$ cat config.mk
export PLATFORM = sky130hd
export DESIGN_NAME = accept_encoding_gzip_detector
export DESIGN_NICKNAME = d
export VERILOG_FILES = /design/src/hw/rtl/agd_pkg.sv /design/src/hw/rtl/agd_parser.sv /design/src/hw/rtl/accept_encoding_gzip_detector.sv
export SDC_FILE = /design/constraint.sdc
export NUM_CORES = 1
export LEC_CHECK = 0
export BUFFER_PORTS_ARGS = -buffer_cell sky130_fd_sc_hd__clkbuf_2
export CORE_ASPECT_RATIO = 1.4
export CORE_MARGIN = 10
export CORE_UTILIZATION = 25
export DETAILED_ROUTE_END_ITERATION = 6
export MAX_ROUTING_LAYER = met4
export PLACE_DENSITY = 0.51
export SLEW_MARGIN = 20
export SYNTH_ARGS = -nofsm -noshare
export SYNTH_HDL_FRONTEND = slang
export SYNTH_SLANG_ARGS = --single-unit
export TNS_END_PERCENT = 20
$ cat constraint.sdc
create_clock -name clk_i -period 3.3 [get_ports clk_i]
set_input_delay 0.825 -clock clk_i [delete_from_list [all_inputs] [get_ports clk_i]]
set_output_delay 0.825 -clock clk_i [all_outputs]
set_load 0.01 [all_outputs]
$ cat src/hw/rtl/agd_pkg.sv
`timescale 1ns / 1ps
// ----------------------------------------------------------------------------
// Accept-Encoding gzip detector package
// Shared character codes and the request type that carries one header
// byte from the input register to the parser.
// ----------------------------------------------------------------------------
package agd_pkg;

  // Characters that the parser looks for.
  localparam logic [7:0] ChComma = 8'h2C;  // ','
  localparam logic [7:0] ChSemi  = 8'h3B;  // ';'
  localparam logic [7:0] ChStar  = 8'h2A;  // '*'
  localparam logic [7:0] ChDash  = 8'h2D;  // '-'
  localparam logic [7:0] ChDot   = 8'h2E;  // '.'
  localparam logic [7:0] ChZero  = 8'h30;  // '0'
  localparam logic [7:0] ChSpace = 8'h20;
  localparam logic [7:0] ChTab   = 8'h09;
  localparam logic [7:0] ChNul   = 8'h00;

  // Length of the word "gzip".
  localparam logic [2:0] GzipLen = 3'd4;

  // One header byte handed to the parser in the cycle it is consumed.
  typedef struct packed {
    logic       fire;
    logic [7:0] ch;
    logic       last;
  } agd_req_t;

  // Lower-case letters of "gzip", by position.
  function automatic logic [7:0] gzip_char(input logic [1:0] idx);
    logic [7:0] r;
    unique case (idx)
      2'd0: r = 8'h67;  // 'g'
      2'd1: r = 8'h7A;  // 'z'
      2'd2: r = 8'h69;  // 'i'
      2'd3: r = 8'h70;  // 'p'
      default: r = 8'h67;
    endcase
    return r;
  endfunction

  function automatic logic is_blank(input logic [7:0] c);
    return (c == ChSpace) || (c == ChTab);
  endfunction

  function automatic logic is_digit(input logic [7:0] c);
    return (c >= 8'h30) && (c <= 8'h39);
  endfunction

  function automatic logic is_alpha(input logic [7:0] c);
    return ((c >= 8'h41) && (c <= 8'h5A)) || ((c >= 8'h61) && (c <= 8'h7A));
  endfunction

  function automatic logic is_tok(input logic [7:0] c);
    return is_alpha(c) || is_digit(c) || (c == ChStar) || (c == ChDash);
  endfunction

  function automatic logic is_qch(input logic [7:0] c);
    return is_digit(c) || (c == ChDot) || (c == ChDash);
  endfunction

endpackage

$ cat src/hw/rtl/agd_parser.sv
`timescale 1ns / 1ps
// ----------------------------------------------------------------------------
// Accept-Encoding parser
// Per-byte state machine that walks the encoding list, matches "gzip" and
// reduces each q-value to a positive flag. Gives the decision on the last
// byte of a header value and then returns to its reset state.
// ----------------------------------------------------------------------------
module agd_parser
  import agd_pkg::*;
(
  input  logic     clk_i,
  input  logic     rst_ni,
  input  agd_req_t req_i,
  output logic     gzip_ok_o
);

  typedef enum logic [2:0] {
    PH_LIST  = 3'd0,
    PH_LEAD  = 3'd1,
    PH_TOKEN = 3'd2,
    PH_AFTER = 3'd3,
    PH_SEMI  = 3'd4,
    PH_EQ    = 3'd5,
    PH_QWS   = 3'd6,
    PH_QVAL  = 3'd7
  } phase_e;

  phase_e     phase_q, phase_d;
  logic [2:0] count_q, count_d;
  logic       mismatch_q, mismatch_d;
  logic       neg_q, neg_d;
  logic       dot_q, dot_d;
  logic       nz_q, nz_d;
  logic       closed_q, closed_d;
  logic       made_q, made_d;
  logic       gzip_q, gzip_d;

  logic       do_after, do_list, do_lead;
  logic [7:0] c;
  logic [7:0] low;
  logic       tok_gzip;
  logic       q_pos;
  logic       end_gzip;

  // Answer for a header that ends in the given phase.
  function automatic logic end_dec(input phase_e ph, input logic [2:0] cnt,
                                   input logic mis, input logic neg,
                                   input logic nz);
    logic g;
    g = !mis && (cnt == GzipLen);
    unique case (ph)
      PH_TOKEN, PH_AFTER: return g;
      PH_QVAL:            return g && !neg && nz;
      default:            return 1'b0;
    endcase
  endfunction

  assign c        = req_i.ch;
  assign low      = is_alpha(c) ? (c | 8'h20) : c;
  assign tok_gzip = !mismatch_q && (count_q == GzipLen);
  assign q_pos    = !neg_q && nz_q;

  // Next-state logic: one byte may fall through several list phases.
  always_comb begin
    phase_d    = phase_q;
    count_d    = count_q;
    mismatch_d = mismatch_q;
    neg_d      = neg_q;
    dot_d      = dot_q;
    nz_d       = nz_q;
    closed_d   = closed_q;
    made_d     = made_q;
    gzip_d     = gzip_q;
    do_after   = 1'b0;
    do_list    = 1'b0;
    do_lead    = 1'b0;
    end_gzip   = 1'b0;

    if (req_i.fire && !made_q) begin
      if (c == ChNul) begin
        made_d = 1'b1;
        gzip_d = end_dec(phase_q, count_q, mismatch_q, neg_q, nz_q);
      end else begin
        unique case (phase_q)
          PH_LIST: do_list = 1'b1;
          PH_LEAD: do_lead = 1'b1;
          PH_TOKEN: begin
            if (is_tok(c)) begin
              if ((count_q < GzipLen) && (low == gzip_char(count_q[1:0]))) begin
                count_d = count_q + 3'd1;
              end else begin
                mismatch_d = 1'b1;
              end
            end else begin
              do_after = 1'b1;
            end
          end
          PH_AFTER: do_after = 1'b1;
          PH_SEMI: begin
            if (!is_blank(c)) phase_d = PH_EQ;
          end
          PH_EQ: begin
            if (!is_blank(c)) phase_d = PH_QWS;
          end
          PH_QWS: begin
            if (!is_blank(c)) begin
              neg_d    = (c == ChDash);
              dot_d    = (c == ChDot);
              nz_d     = is_digit(c) && (c != ChZero);
              closed_d = 1'b0;
              if (is_qch(c)) begin
                phase_d = PH_QVAL;
              end else begin
                do_list = 1'b1;
              end
            end
          end
          PH_QVAL: begin
            if (is_qch(c)) begin
              if (!closed_q) begin
                if (c == ChDash) begin
                  closed_d = 1'b1;
                end else if (c == ChDot) begin
                  if (dot_q) closed_d = 1'b1;
                  else       dot_d    = 1'b1;
                end else if (c != ChZero) begin
                  nz_d = 1'b1;
                end
              end
            end else if (q_pos && tok_gzip) begin
              made_d = 1'b1;
              gzip_d = 1'b1;
            end else begin
              do_list = 1'b1;
            end
          end
          default: do_list = 1'b1;
        endcase

        // After a token: blanks, a parameter, or the end of the element.
        if (do_after) begin
          if (is_blank(c)) begin
            phase_d = PH_AFTER;
          end else if (c == ChSemi) begin
            phase_d = PH_SEMI;
          end else if (tok_gzip) begin
            phase_d = PH_AFTER;
            made_d  = 1'b1;
            gzip_d  = 1'b1;
          end else begin
            do_list = 1'b1;
          end
        end

        // List start: one optional comma.
        if (do_list) begin
          if (c == ChComma) phase_d = PH_LEAD;
          else              do_lead = 1'b1;
        end

        // Leading blanks, then the first character of a token.
        if (do_lead) begin
          if (is_blank(c)) begin
            phase_d = PH_LEAD;
          end else if (is_tok(c)) begin
            phase_d    = PH_TOKEN;
            count_d    = (low == gzip_char(2'd0)) ? 3'd1 : 3'd0;
            mismatch_d = (low != gzip_char(2'd0));
          end else begin
            phase_d = PH_LEAD;
            made_d  = 1'b1;
            gzip_d  = 1'b0;
          end
        end
      end
    end

    // Decision for the last byte.
    end_gzip = made_d ? gzip_d : end_dec(phase_d, count_d, mismatch_d, neg_d, nz_d);
  end

  assign gzip_ok_o = end_gzip;

  // State registers; the last byte returns everything to reset.
  always_ff @(posedge clk_i or negedge rst_ni) begin
    if (!rst_ni) begin
      phase_q    <= PH_LIST;
      count_q    <= 3'd0;
      mismatch_q <= 1'b0;
      neg_q      <= 1'b0;
      dot_q      <= 1'b0;
      nz_q       <= 1'b0;
      closed_q   <= 1'b0;
      made_q     <= 1'b0;
      gzip_q     <= 1'b0;
    end else if (req_i.fire && req_i.last) begin
      phase_q    <= PH_LIST;
      count_q    <= 3'd0;
      mismatch_q <= 1'b0;
      neg_q      <= 1'b0;
      dot_q      <= 1'b0;
      nz_q       <= 1'b0;
      closed_q   <= 1'b0;
      made_q     <= 1'b0;
      gzip_q     <= 1'b0;
    end else begin
      phase_q    <= phase_d;
      count_q    <= count_d;
      mismatch_q <= mismatch_d;
      neg_q      <= neg_d;
      dot_q      <= dot_d;
      nz_q       <= nz_d;
      closed_q   <= closed_d;
      made_q     <= made_d;
      gzip_q     <= gzip_d;
    end
  end

endmodule

$ cat src/hw/rtl/accept_encoding_gzip_detector.sv
`timescale 1ns / 1ps
// The last byte waits in the input register; its result is registered in the result register when it moves on.
// Throughput: one header byte per cycle, except while a last byte waits for a stalled output.
// Other bytes keep flowing while a finished result waits at the output; a last
// byte waits in the input register until that result is taken.
// Reset (rst_ni low, asynchronous) empties both registers and returns the
// parser to the start of a list.
// ----------------------------------------------------------------------------
// Accept-Encoding gzip detector
// Input register, per-byte parser and result register; one decision per
// header value, given with its last byte.
// ----------------------------------------------------------------------------
module accept_encoding_gzip_detector
  import agd_pkg::*;
(
  input  logic       clk_i,
  input  logic       rst_ni,
  input  logic       in_valid_i,
  output logic       in_stall_o,
  input  logic [7:0] header_byte_i,
  input  logic       final_byte_i,
  output logic       out_valid_o,
  input  logic       out_stall_i,
  output logic       gzip_ok_o
);

  logic       in_valid_q;
  logic [7:0] byte_q;
  logic       final_q;
  logic       out_valid_q;
  logic       gzip_ok_q;
  logic       out_blocked;
  logic       advance;
  logic       in_accept;
  logic       res_gzip;
  agd_req_t   req;

  // The byte in the input register moves on unless it needs the busy output.
  assign out_blocked = out_valid_q && out_stall_i;
  assign advance     = in_valid_q && !(final_q && out_blocked);
  assign in_stall_o  = in_valid_q && !advance;
  assign in_accept   = in_valid_i && !in_stall_o;

  // Input register.
  always_ff @(posedge clk_i or negedge rst_ni) begin
    if (!rst_ni) begin
      in_valid_q <= 1'b0;
    end else if (in_accept) begin
      in_valid_q <= 1'b1;
    end else if (advance) begin
      in_valid_q <= 1'b0;
    end
  end

  always_ff @(posedge clk_i) begin
    if (in_accept) begin
      byte_q  <= header_byte_i;
      final_q <= final_byte_i;
    end
  end

  assign req = '{fire: advance, ch: byte_q, last: final_q};

  agd_parser u_parser (
    .clk_i     (clk_i),
    .rst_ni    (rst_ni),
    .req_i     (req),
    .gzip_ok_o (res_gzip)
  );

  // Result register.
  always_ff @(posedge clk_i or negedge rst_ni) begin
    if (!rst_ni) begin
      out_valid_q <= 1'b0;
    end else if (advance && final_q) begin
      out_valid_q <= 1'b1;
    end else if (!out_stall_i) begin
      out_valid_q <= 1'b0;
    end
  end

  always_ff @(posedge clk_i) begin
    if (advance && final_q) begin
      gzip_ok_q <= res_gzip;
    end
  end

  assign out_valid_o = out_valid_q;
  assign gzip_ok_o   = gzip_ok_q;

endmodule
## After elaboration in Yosys (flattened, before gate mapping)

Cells that the tools add are included.

| storage, ports and cells | value |
|---|---|
| register bits after elaboration | 25 |
| output and inout port bits | 3 |

| operators by class | value |
|---|---|
| add/subtract/negate cells | 1 |
| $lt $le $gt $ge | 7 |
| equality and inequality tests | 33 |
| mux-type cells | 129 |
| reductions and logical operators | 45 |

Operators by type and width:

| cell | number |
|---|---|
| $mux W1 | 90 |
| $mux W3 | 24 |
| $eq A8 B6 Y1 const B | 6 |
| $mux W8 | 4 |
| $pmux W8 S4 | 1 |
| $eq A3 B3 Y1 const B | 7 |
| $logic_and A1 B1 Y1 | 20 |
| $ge A8 B7 Y1 const B | 2 |
| $le A8 B7 Y1 const B | 2 |
| $eq A3 B2 Y1 const B | 4 |
| $pmux W1 S2 | 6 |
| $ne A3 B3 Y1 const B | 3 |
| $pmux W3 S3 | 1 |
| $eq A8 B4 Y1 const B | 1 |
| $eq A8 B7 Y1 const B | 1 |
| $eq A8 B8 Y1 | 1 |
| $ge A8 B6 Y1 const B | 1 |
| $le A8 B6 Y1 const B | 1 |
| $logic_not A1 Y1 | 8 |
| $logic_not A8 Y1 | 1 |
| $ne A8 B6 Y1 const B | 1 |
| $ne A8 B7 Y1 const B | 1 |
| $reduce_and A8 Y1 | 1 |
| $logic_or A1 B1 Y1 | 7 |
| other kinds (17) | 21 |

## Depth between registers and ports, before layout

Gate-level depths: netlist of run 1.

| depth | value |
|---|---|
| word-level depth | 26 |
| gate-level depth with buffers | 10 |

## Hierarchy

From an unflattened synthesis of run 1, not the netlist that was laid out.

| unflattened totals | value |
|---|---|
| cells, all modules | 202 |
| area, all modules | 1,835.5 um^2 |

Modules (own cells, without submodules):

| module | times used | cells an instance | area an instance (um^2) |
|---|---|---|---|
| agd_parser | 1 | 180 | 1,430.1 |
| accept_encoding_gzip_detector | 1 | 22 | 405.4 |

## Worst setup path before layout of run 1

OpenSTA, ideal clock, no wires.

| timing path | value |
|---|---|
| path type | register -> register |
| start | register u_parser.count_q[1] |
| end | register gzip_ok_q (netlist: gzip_ok_o) (data pin) |
| setup time | 0.180 ns |
| data arrival time | 2.616 ns |
| required time | 3.120 ns |
| slack | 0.504 ns |
| stages on the path, launching flop included | 11 |
| path buffers | 0 |
| period minus slack after synthesis | 2.796 ns |
| path through | dfrtp_1 inv_1 ha_1 xor2_1 o41ai_1 o2111ai_1 a2111oi_2 mux2_2 a22oi_1 nand4_1 o41ai_2 |

| on the way | value |
|---|---|
| longest elaborated chain between the ends | 24 |
| elaborated cells between the ends (all ways) | 91 |

Ends and longest elaborated chain:

| element | RTL line | RTL |
|---|---|---|
| from (decl) | agd_parser.sv:29 | `logic [2:0] count_q, count_d;` |
| from (signal assigned) | agd_parser.sv:208 | `count_q <= count_d;` |
| $eq A3 B3 Y1 | agd_parser.sv:50, agd_parser.sv:60 |  |
| $logic_and A1 B1 Y1 | agd_parser.sv:50, agd_parser.sv:60 |  |
| $logic_and A1 B1 Y1 | agd_parser.sv:130 | `end else if (q_pos && tok_gzip) begin` |
| $mux W1 | agd_parser.sv:130 |  |
| $mux W1 | agd_parser.sv:119 | `if (is_qch(c)) begin` |
| $pmux W1 S3 | agd_parser.sv:84 | `unique case (phase_q)` |
| $mux W1 | agd_parser.sv:146 | `end else if (tok_gzip) begin` |
| $mux W1 | agd_parser.sv:144 | `end else if (c == ChSemi) begin` |
| (+8 left out) | - |  |
| $mux W3 / $mux W1 (equally long branches) | agd_parser.sv:80 | `if (c == ChNul) begin` |
| $mux W3 / $mux W1 (equally long branches) | agd_parser.sv:79 | `if (req_i.fire && !made_q) begin` |
| $eq A3 B3 Y1 / $logic_not A1 Y1 (equally long branches) | agd_parser.sv:50 | `g = !mis && (cnt == GzipLen);` |
| $logic_and A1 B1 Y1 | agd_parser.sv:50 |  |
| $logic_and A1 B1 Y1 (2 in a row) | agd_parser.sv:53 | `PH_QVAL: return g && !neg && nz;` |
| $pmux W1 S2 | agd_parser.sv:51 | `unique case (ph)` |
| $mux W1 * | agd_parser.sv:179 | `end_gzip = made_d ? gzip_d : end_dec(phase_d, count_d, mismatch_d, neg_d, nz_d);` |
| net res_gzip | accept_encoding_gzip_detector.sv:35 | `logic res_gzip;` |
| to (signal assigned) | accept_encoding_gzip_detector.sv:84 | `gzip_ok_q <= res_gzip;` |
| to (decl) | accept_encoding_gzip_detector.sv:31 | `logic gzip_ok_q;` |

The timed path passes the listed nets; every way through them passes the cells marked *. The select of a mux whose other input is x is not followed.
A chain may end at the register's enable or synchronous reset.

## Final worst setup path of run 1

| timing path | value |
|---|---|
| start | register byte_q[2] |
| end | register gzip_ok_q (netlist: gzip_ok_o) (data pin) |

| on the way | value |
|---|---|
| longest elaborated chain between the ends | 25 |
| elaborated cells between the ends (all ways) | 129 |

Ends and longest elaborated chain:

| element | RTL line | RTL |
|---|---|---|
| from (decl) | accept_encoding_gzip_detector.sv:28 | `logic [7:0] byte_q;` |
| from (signal assigned) | accept_encoding_gzip_detector.sv:57 | `byte_q <= header_byte_i;` |
| $ge A8 B6 Y1 (tied with other cells) | agd_pkg.sv:48 | `return (c >= 8'h30) && (c <= 8'h39);` |
| $logic_and A1 B1 Y1 (on tied branches) | agd_pkg.sv:48, agd_pkg.sv:52 |  |
| $logic_or A1 B1 Y1 (on tied branches) | agd_pkg.sv:60, agd_pkg.sv:52 |  |
| $logic_or A1 B1 Y1 (on tied branches) | agd_pkg.sv:60, agd_pkg.sv:56 |  |
| $mux W1 / $logic_or A1 B1 Y1 (equally long branches) | agd_parser.sv:111, agd_pkg.sv:56 |  |
| $mux W1 / $logic_or A1 B1 Y1 (equally long branches) | agd_parser.sv:106, agd_pkg.sv:56 |  |
| $pmux W1 S3 / $mux W1 (equally long branches) | agd_parser.sv:84, agd_parser.sv:88 |  |
| $mux W1 / $pmux W1 S2 (equally long branches) | agd_parser.sv:146, agd_parser.sv:84 |  |
| (+9 left out) | - |  |
| $mux W3 / $mux W1 (equally long branches) | agd_parser.sv:80 |  |
| $mux W3 / $mux W1 (equally long branches) | agd_parser.sv:79 |  |
| $eq A3 B3 Y1 / $logic_not A1 Y1 (equally long branches) | agd_parser.sv:50 |  |
| $logic_and A1 B1 Y1 | agd_parser.sv:50 |  |
| $logic_and A1 B1 Y1 (2 in a row) | agd_parser.sv:53 |  |
| $pmux W1 S2 | agd_parser.sv:51 |  |
| $mux W1 * | agd_parser.sv:179 |  |
| net res_gzip | accept_encoding_gzip_detector.sv:35 |  |

Marked as above.

==> results of run 1 <==
## state kept, by name, summed over array words and instances (netlist names)
register	cells
byte_q	8
u_parser.count_q	3
u_parser.phase_q	3
final_q	1
gzip_ok_o	1
in_valid_q	1
out_valid_o	1
u_parser.closed_q	1
u_parser.dot_q	1
u_parser.gzip_q	1
u_parser.made_q	1
u_parser.mismatch_q	1
u_parser.neg_q	1
u_parser.nz_q	1
## worst paths after layout
check	depth (start not counted)	start	endpoint
setup reg to reg	8	byte_q[2]$_DFFE_PP_	gzip_ok_o$_DFFE_PP_
min in group clk_i	2	u_parser.dot_q$_DFFE_PN0P_	u_parser.dot_q$_DFFE_PN0P_
setup / recovery	8	byte_q[2]$_DFFE_PP_	gzip_ok_o$_DFFE_PP_
max in group asynchronous	1	rst_ni	u_parser.count_q[1]$_DFF_PN0_
hold reg to reg	2	u_parser.dot_q$_DFFE_PN0P_	u_parser.dot_q$_DFFE_PN0P_
hold / removal	1	rst_ni	u_parser.count_q[2]$_DFF_PN0_
## synth_stat cells, drive strengths merged (2+ instances only)
| cell type | n | share of area [%] |
|---|---|---|
| a2111oi | 2 | 1.2 |
| a211o | 3 | 1.4 |
| a211oi | 5 | 2.2 |
| a21o | 2 | 0.78 |
| a21oi | 13 | 3.4 |
| a22oi | 2 | 0.78 |
| a31oi | 3 | 0.98 |
| and2 | 5 | 1.6 |
| and3 | 5 | 1.6 |
| and3b | 3 | 1.4 |
| buf | 6 | 2.2 |
| clkbuf | 3 | 0.59 |
| dfrtp | 15 | 20 |
| edfxtp | 10 | 16 |
| ha | 5 | 3.3 |
| inv | 9 | 1.8 |
| mux2 | 2 | 1.2 |
| mux2i | 2 | 1.0 |
| nand2 | 13 | 2.5 |
| nand2b | 5 | 2.0 |
| nand3 | 6 | 1.6 |
| nand3b | 4 | 1.6 |
| nand4 | 6 | 2.0 |
| nor2 | 19 | 3.7 |
| nor2b | 3 | 0.98 |
| nor3 | 6 | 1.6 |
| nor3b | 3 | 1.4 |
| nor4 | 7 | 2.9 |
| o211a | 3 | 1.6 |
| o211ai | 4 | 1.8 |
| o21ai | 11 | 2.9 |
| o21bai | 2 | 0.78 |
| o32a | 2 | 1.0 |
| o41ai | 2 | 1.3 |
| or3 | 2 | 0.91 |
| or4 | 3 | 1.4 |
| xor2 | 4 | 1.8 |
## per-layer routing
layer	part of all wire, %	wire [µm]	vias to the layer above	track usage, %
li1	-	-	845	-
met3	2.4	128	12	1.32
met4	4.6	241	0	6.29
met5	0	0	-	-
met2	53	2770	43	16.9
met1	40	2090	852	10.6
## power by group through the flow
stage / clock network [W] / logic [W] / registers [W]
2_1_floorplan: 0 / 0.000206 / 0.000372
3_3_place_gp: 0 / 0.000239 / 0.000408
3_5_place_dp: 0 / 0.000236 / 0.000406
4_1_cts: 0.000194 / 0.000238 / 0.000400
5_1_grt: 0.000210 / 0.000266 / 0.000408
6_report: 0.000189 / 0.000239 / 0.000401
## cell type report
class / count / area [µm²] / area share (%)
clock buffer: 4 / 45.0 / 2.12
timing repair buffer: 17 / 90.1 / 4.24
multi-input combinational: 170 / 1150 / 54.4
sequential: 25 / 676 / 31.8
inverter: 10 / 37.5 / 1.77
tap: 97 / 121 / 5.71
## cells by family (layout without fill, tap and decap cells)
logic type / Yosys count / count (layout) / share of synthesized area [%]
xor gates and xnor gates: 4 / 4 / 1.82
buffers and inverters: 19 / 31 / 4.75
and+or+nand+nor: 95 / 95 / 29.2
DFF: 25 / 25 / 35.2
AOI/OAI and AO/OA: 62 / 62 / 23.6
muxes: 4 / 4 / 2.21
adders and majority gates: 5 / 5 / 3.26
## metrics by stage
step / setup slack [ns] / area (µm²) / total power [W] / cells
after floorplan: 0.504 / 1920 / 0.000578 / 214
after global placement: 0.313 / 2080 / 0.000647 / 319
after detailed placement: 0.234 / 2080 / 0.000643 / 319
after CTS: 0.210 / 2120 / 0.000832 / 323
after global routing: 0.00467 / 2120 / 0.000884 / 323
final: 0.276 / 2120 / 0.000829 / 323
## worst max-delay path, stage by stage, from the launching register on
cell	delay, ns
edfxtp_1	0.57
and3b_1	0.29
a211oi_1	0.45
a21oi_1	0.26
nand2b_1	0.23
a211oi_2	0.43
a211o_1	0.20
nand4_1	0.11
o41ai_2	0.29
==> metrics.md, run 1 <==
| Metric | Value |
|---|---|
| Top FF cell, synth | `dfrtp_1` |
| Die Height | `124 µm` |
| Largest net degree at the start of global routing | `16` |
| Final hold vios | `0` |
| Pwr Density | `390 nW/µm²` |
| Synth async-reset ratio | `60.0%` |
| Max-cap violations | `0` |
| Synth warnings | `0` |
| Setup slack, reg-to-reg | `0.28 ns` |
| Worst relative slew slack | `62.9%` |
| Worst-path maximum fanout | `13` |
| Unrepaired setup endpoints after global routing | `no` |
| H-tree depth | `1` |
| Post-synth EDFFs | `10` |
| DRT iter0 DRCs | `169` |
| Seq/Total Area, Yosys | `35.2%` |
| Combinational share of power | `28.8%` |
| Clk pwr share | `22.8%` |
| WS Path Type | `flip-flop to flip-flop` |
| Worst Clk Skew | `0.00525 ns` |
| Leakage Power | `0.862 nW` |
| Latest clock arrival within the worst-skew pair | `0.27 ns` |
| DR vias | `1752` |
| Grt ovf | `0` |
| Via density | `5.42` |
| Core ar. | `7410 µm²` |
| F_max | `0.331 GHz` |
| Cell area after synthesis | `1920 µm²` |
| TritonCTS buffer count | `3` |
| Endpoints failing setup | `0` |
| Final HPWL DP | `4070 µm` |
| Number of buffers added on ports | `15` |
| Resize count post-CTS | `0` |
| Gate Count Post-Synth | `214` |
| CTS tree | `done` |
| CP Capture Type | `flip-flop` |
| Cell-internal power | `0.000525 W` |
| Die ar. | `11600 µm²` |
| Vias in the first global route | `1835` |
| Critical Path RT | `3.40 ns` |
| Postcts setup bufs | `0` |
| Crit path launch type | `flip-flop` |
| Synth Register Bits | `25` |
| I/O pins | `16` |
| Initial antenna violation count | `0` |
| Fin nets | `245` |
| Hold_ws | `0.469 ns` |
| Fin Setup TNS | `0 ns` |
| ANT nets after route | `0` |
| Status | `finished clean` |
| Max-slew violations | `0` |
| Distinct cell type count after synthesis | `62` |
| Syn Area/Cell | `8.98 µm²` |
| Min cycle time layout | `3.02 ns` |
| First-pass GRT wire length | `9000 µm` |
| Clock sinks | `25` |
| Net Sw Power | `0.000304 W` |
| GRT Util Overall | `9.90%` |
| VDD IR-drop max | `159 µV` |
| Net Count, Synth | `232` |
| Most frequent cells in the layout | `nor2_1, dfrtp_1, clkbuf_2` |
| Area Growth Syn to Fin | `10.5%` |
| Sw frac | `36.7%` |
| Site Rows | `37` |
| Routed WL | `5230 µm` |
| Drt drc | `0` |
| GP Congestion | `0.910` |
| Initial Util | `25.9%` |
| Share of cells above drive strength 1 | `14.6%` |
| Worst slew pin tran | `0.555 ns` |
| Drt pass-1 iters | `4` |
| Die W | `94.1 µm` |
| WL/cell | `16.2 µm` |
| FILL cells | `839` |
| CTS hold repair buffers | `0` |
| CTS Buffer Depth | `2` |
| Root buf cell | `clkbuf_8` |
| Worst Hold Class | `input pin to asynchronous set/reset pin` |
| Sequential Power Share | `48.4%` |
| Commonest non-fill, non-tap cell in the layout | `nor2_1` |
| Fin util | `28.7%` |
| Crit path arrival time | `3.12 ns` |
| Period utilization | `91.6%` |
| ANT cells | `0` |
| Worst-path clk slew | `0.09 ns` |
No activity file was read; power rests on OpenSTA's default activity.
==> run 2: changes to the inputs <==
--- a/config.mk
+++ b/config.mk
@@ -10,7 +10,6 @@
 export CORE_MARGIN = 10
 export CORE_UTILIZATION = 25
 export DETAILED_ROUTE_END_ITERATION = 6
-export MAX_ROUTING_LAYER = met4
 export PLACE_DENSITY = 0.51
 export SLEW_MARGIN = 20
 export SYNTH_ARGS = -nofsm -noshare
==> metrics.md, run 2 (same netlist as run 1, synthesis figures left out) <==
| Metric | Value |
|---|---|
| Root buf cell | `clkbuf_8` |
| Biggest regs | `byte_q: 8 flops, u_parser.count_q: 3 flops, u_parser.phase_q: 3 flops` |
| Via density | `5.36 (-1.3%)` |
| Pwr Density | `390 nW/µm² (-0.13%)` |
| F_max | `0.333 GHz (+0.80%)` |
| Max-slew violations | `0 (unchanged)` |
| Worst slew pin tran | `0.531 ns (-0.0240 ns)` |
| CP Capture Type | `flip-flop` |
| CTS tree | `done` |
| GP Congestion | `0.895 (-1.6%)` |
| Routed WL | `5260 µm (+0.46%)` |
| WL/cell | `16.3 µm (+0.46%)` |
| GRT Util Overall | `9.60% (-0.29 points)` |
| Share of cells above drive strength 1 | `14.6% (unchanged)` |
| Die W | `94.1 µm (unchanged)` |
| Core ar. | `7410 µm² (unchanged)` |
| I/O pins | `16 (unchanged)` |
| Placed Instance Area | `2080 µm² (unchanged)` |
| WS Path Type | `flip-flop to flip-flop` |
| Crit path arrival time | `3.10 ns (-0.02 ns)` |
| Initial Util | `25.9% (unchanged)` |
| DR vias | `1730 (-1.3%)` |
| Worst Setup SP | `byte_q[2]$_DFFE_PP_` |
| First-pass GRT wire length | `8980 µm (-0.16%)` |
| Fin nets | `245 (unchanged)` |
| Worst Hold Class | `input pin to asynchronous set/reset pin` |
| Max reg flops | `8 (unchanged)` |
| FILL cells | `839 (unchanged)` |
| Initial antenna violation count | `0 (unchanged)` |
| Worst relative slew slack | `64.5% (+1.6 points)` |
| Area Growth Syn to Fin | `10.5% (unchanged)` |
| Most frequent cells in the layout | `nor2_1, dfrtp_1, clkbuf_2` |
| Status | `finished clean` |
| TritonCTS buffer count | `3 (unchanged)` |
| Min cycle time layout | `3.00 ns (-0.0241 ns)` |
| Most flop-heavy register | `byte_q` |
| Commonest non-fill, non-tap cell in the layout | `nor2_1` |
| Critical Path RT | `3.40 ns (about the same)` |
| Vias in the first global route | `1837 (+0.11%)` |
| Die ar. | `11600 µm² (unchanged)` |
| R2R depth | `8 (unchanged)` |
| Max-cap violations | `0 (unchanged)` |
| Worst-path maximum fanout | `13 (unchanged)` |
| ANT cells | `0 (unchanged)` |
| Final instance area | `2120 µm² (unchanged)` |
| Clock sinks | `25 (unchanged)` |
| Drt drc | `0 (unchanged)` |
| Final hold vios | `0 (unchanged)` |
| Worst-path clk slew | `0.09 ns (about the same)` |
| DRT iter0 DRCs | `166 (-1.8%)` |
| Crit path launch type | `flip-flop` |
| Unrepaired setup endpoints after global routing | `no` |
| CTS hold repair buffers | `0 (unchanged)` |
| Grt ovf | `0 (unchanged)` |
| ANT nets after route | `0 (unchanged)` |
| Site Rows | `37 (unchanged)` |
| H-tree depth | `1 (unchanged)` |
| Resize count post-CTS | `0 (unchanged)` |
| Reg-to-Reg Start | `byte_q[2]$_DFFE_PP_` |
| Worst Clk Skew | `0.00589 ns (+0.000638 ns)` |
| Leakage Power | `0.862 nW (unchanged)` |
| Fin Setup TNS | `0 ns (unchanged)` |
| Number of buffers added on ports | `15 (unchanged)` |
| Endpoints failing setup | `0 (unchanged)` |
| Postcts setup bufs | `0 (unchanged)` |
| Final HPWL DP | `4070 µm (unchanged)` |
| Largest net degree at the start of global routing | `16 (unchanged)` |
| Die Height | `124 µm (unchanged)` |
| VDD IR-drop max | `158 µV (-0.94%)` |
| Period utilization | `90.9% (-0.73 points)` |
| CTS Buffer Depth | `2 (unchanged)` |
| Latest clock arrival within the worst-skew pair | `0.27 ns (about the same)` |
| Drt pass-1 iters | `5 (+1)` |
## run 2: cell counts in the layout (fill, tap and decap cells not counted)
Identical to the previous run, type by type.
## run 2: cell type report
| cell class | count | area, µm² | share of cell area, % |
|---|---|---|---|
| clock buffer | 4 | 45.0 | 2.12 |
| tap | 97 | 121 | 5.71 |
| sequential | 25 | 676 | 31.8 |
| inverter | 10 | 37.5 | 1.77 |
| multi-input combinational | 170 | 1150 | 54.4 |
| timing repair buffer | 17 | 90.1 | 4.24 |
## run 2: critical path, stage by stage, from the launching register on
cell	delay (ns)
edfxtp_1	0.61
and3b_1	0.31
a211oi_1	0.15
a211o_1	0.35
a2111oi_2	0.42
mux2_2	0.38
a22oi_1	0.18
nand4_1	0.14
o41ai_2	0.29
## run 2: power by group
group | leakage, nW | total, W | internal, W | switching (W)
clock | 0.0228 | 0.000188 | 0.0000866 | 0.000102
combinational | 0.543 | 0.000239 | 0.0000892 | 0.000149
sequential | 0.297 | 0.000401 | 0.000349 | 0.0000522
## run 2: routing by layer
metal | up-vias | wire length [µm] | global-route usage (%)
li1 | 840 | - | -
met1 | 847 | 2130 | 10.6
met2 | 31 | 2790 | 16.9
met3 | 12 | 88 | 1.32
met4 | 0 | 241 | 6.29
met5 | - | 0 | 0
## run 2: stage by stage
step	hold slack [ns]	setup WS [ns]	power [W]	utilization [%]	std cells
2_1_floorplan	0.480	0.504	0.000578	-	214
4_1_cts	0.483	0.210	0.000832	28.7	323
5_1_grt	0.505	0.00689	0.000883	28.7	323
3_3_place_gp	0.509	0.313	0.000647	28.1	319
6_report	0.470	0.300	0.000828	28.7	323
3_5_place_dp	0.510	0.234	0.000643	28.1	319
## run 2: path summary, 6_finish.rpt
kind / slack (ns) / end
worst max-delay path: 0.30 / gzip_ok_o$_DFFE_PP_
worst min-delay path: 0.47 / u_parser.count_q[2]$_DFF_PN0_
worst max register to register: 0.30 / gzip_ok_o$_DFFE_PP_
worst min register to register: 0.52 / u_parser.dot_q$_DFFE_PN0P_
max in group asynchronous: 2.53 / u_parser.count_q[1]$_DFF_PN0_
min in group clk_i: 0.52 / u_parser.dot_q$_DFFE_PN0P_
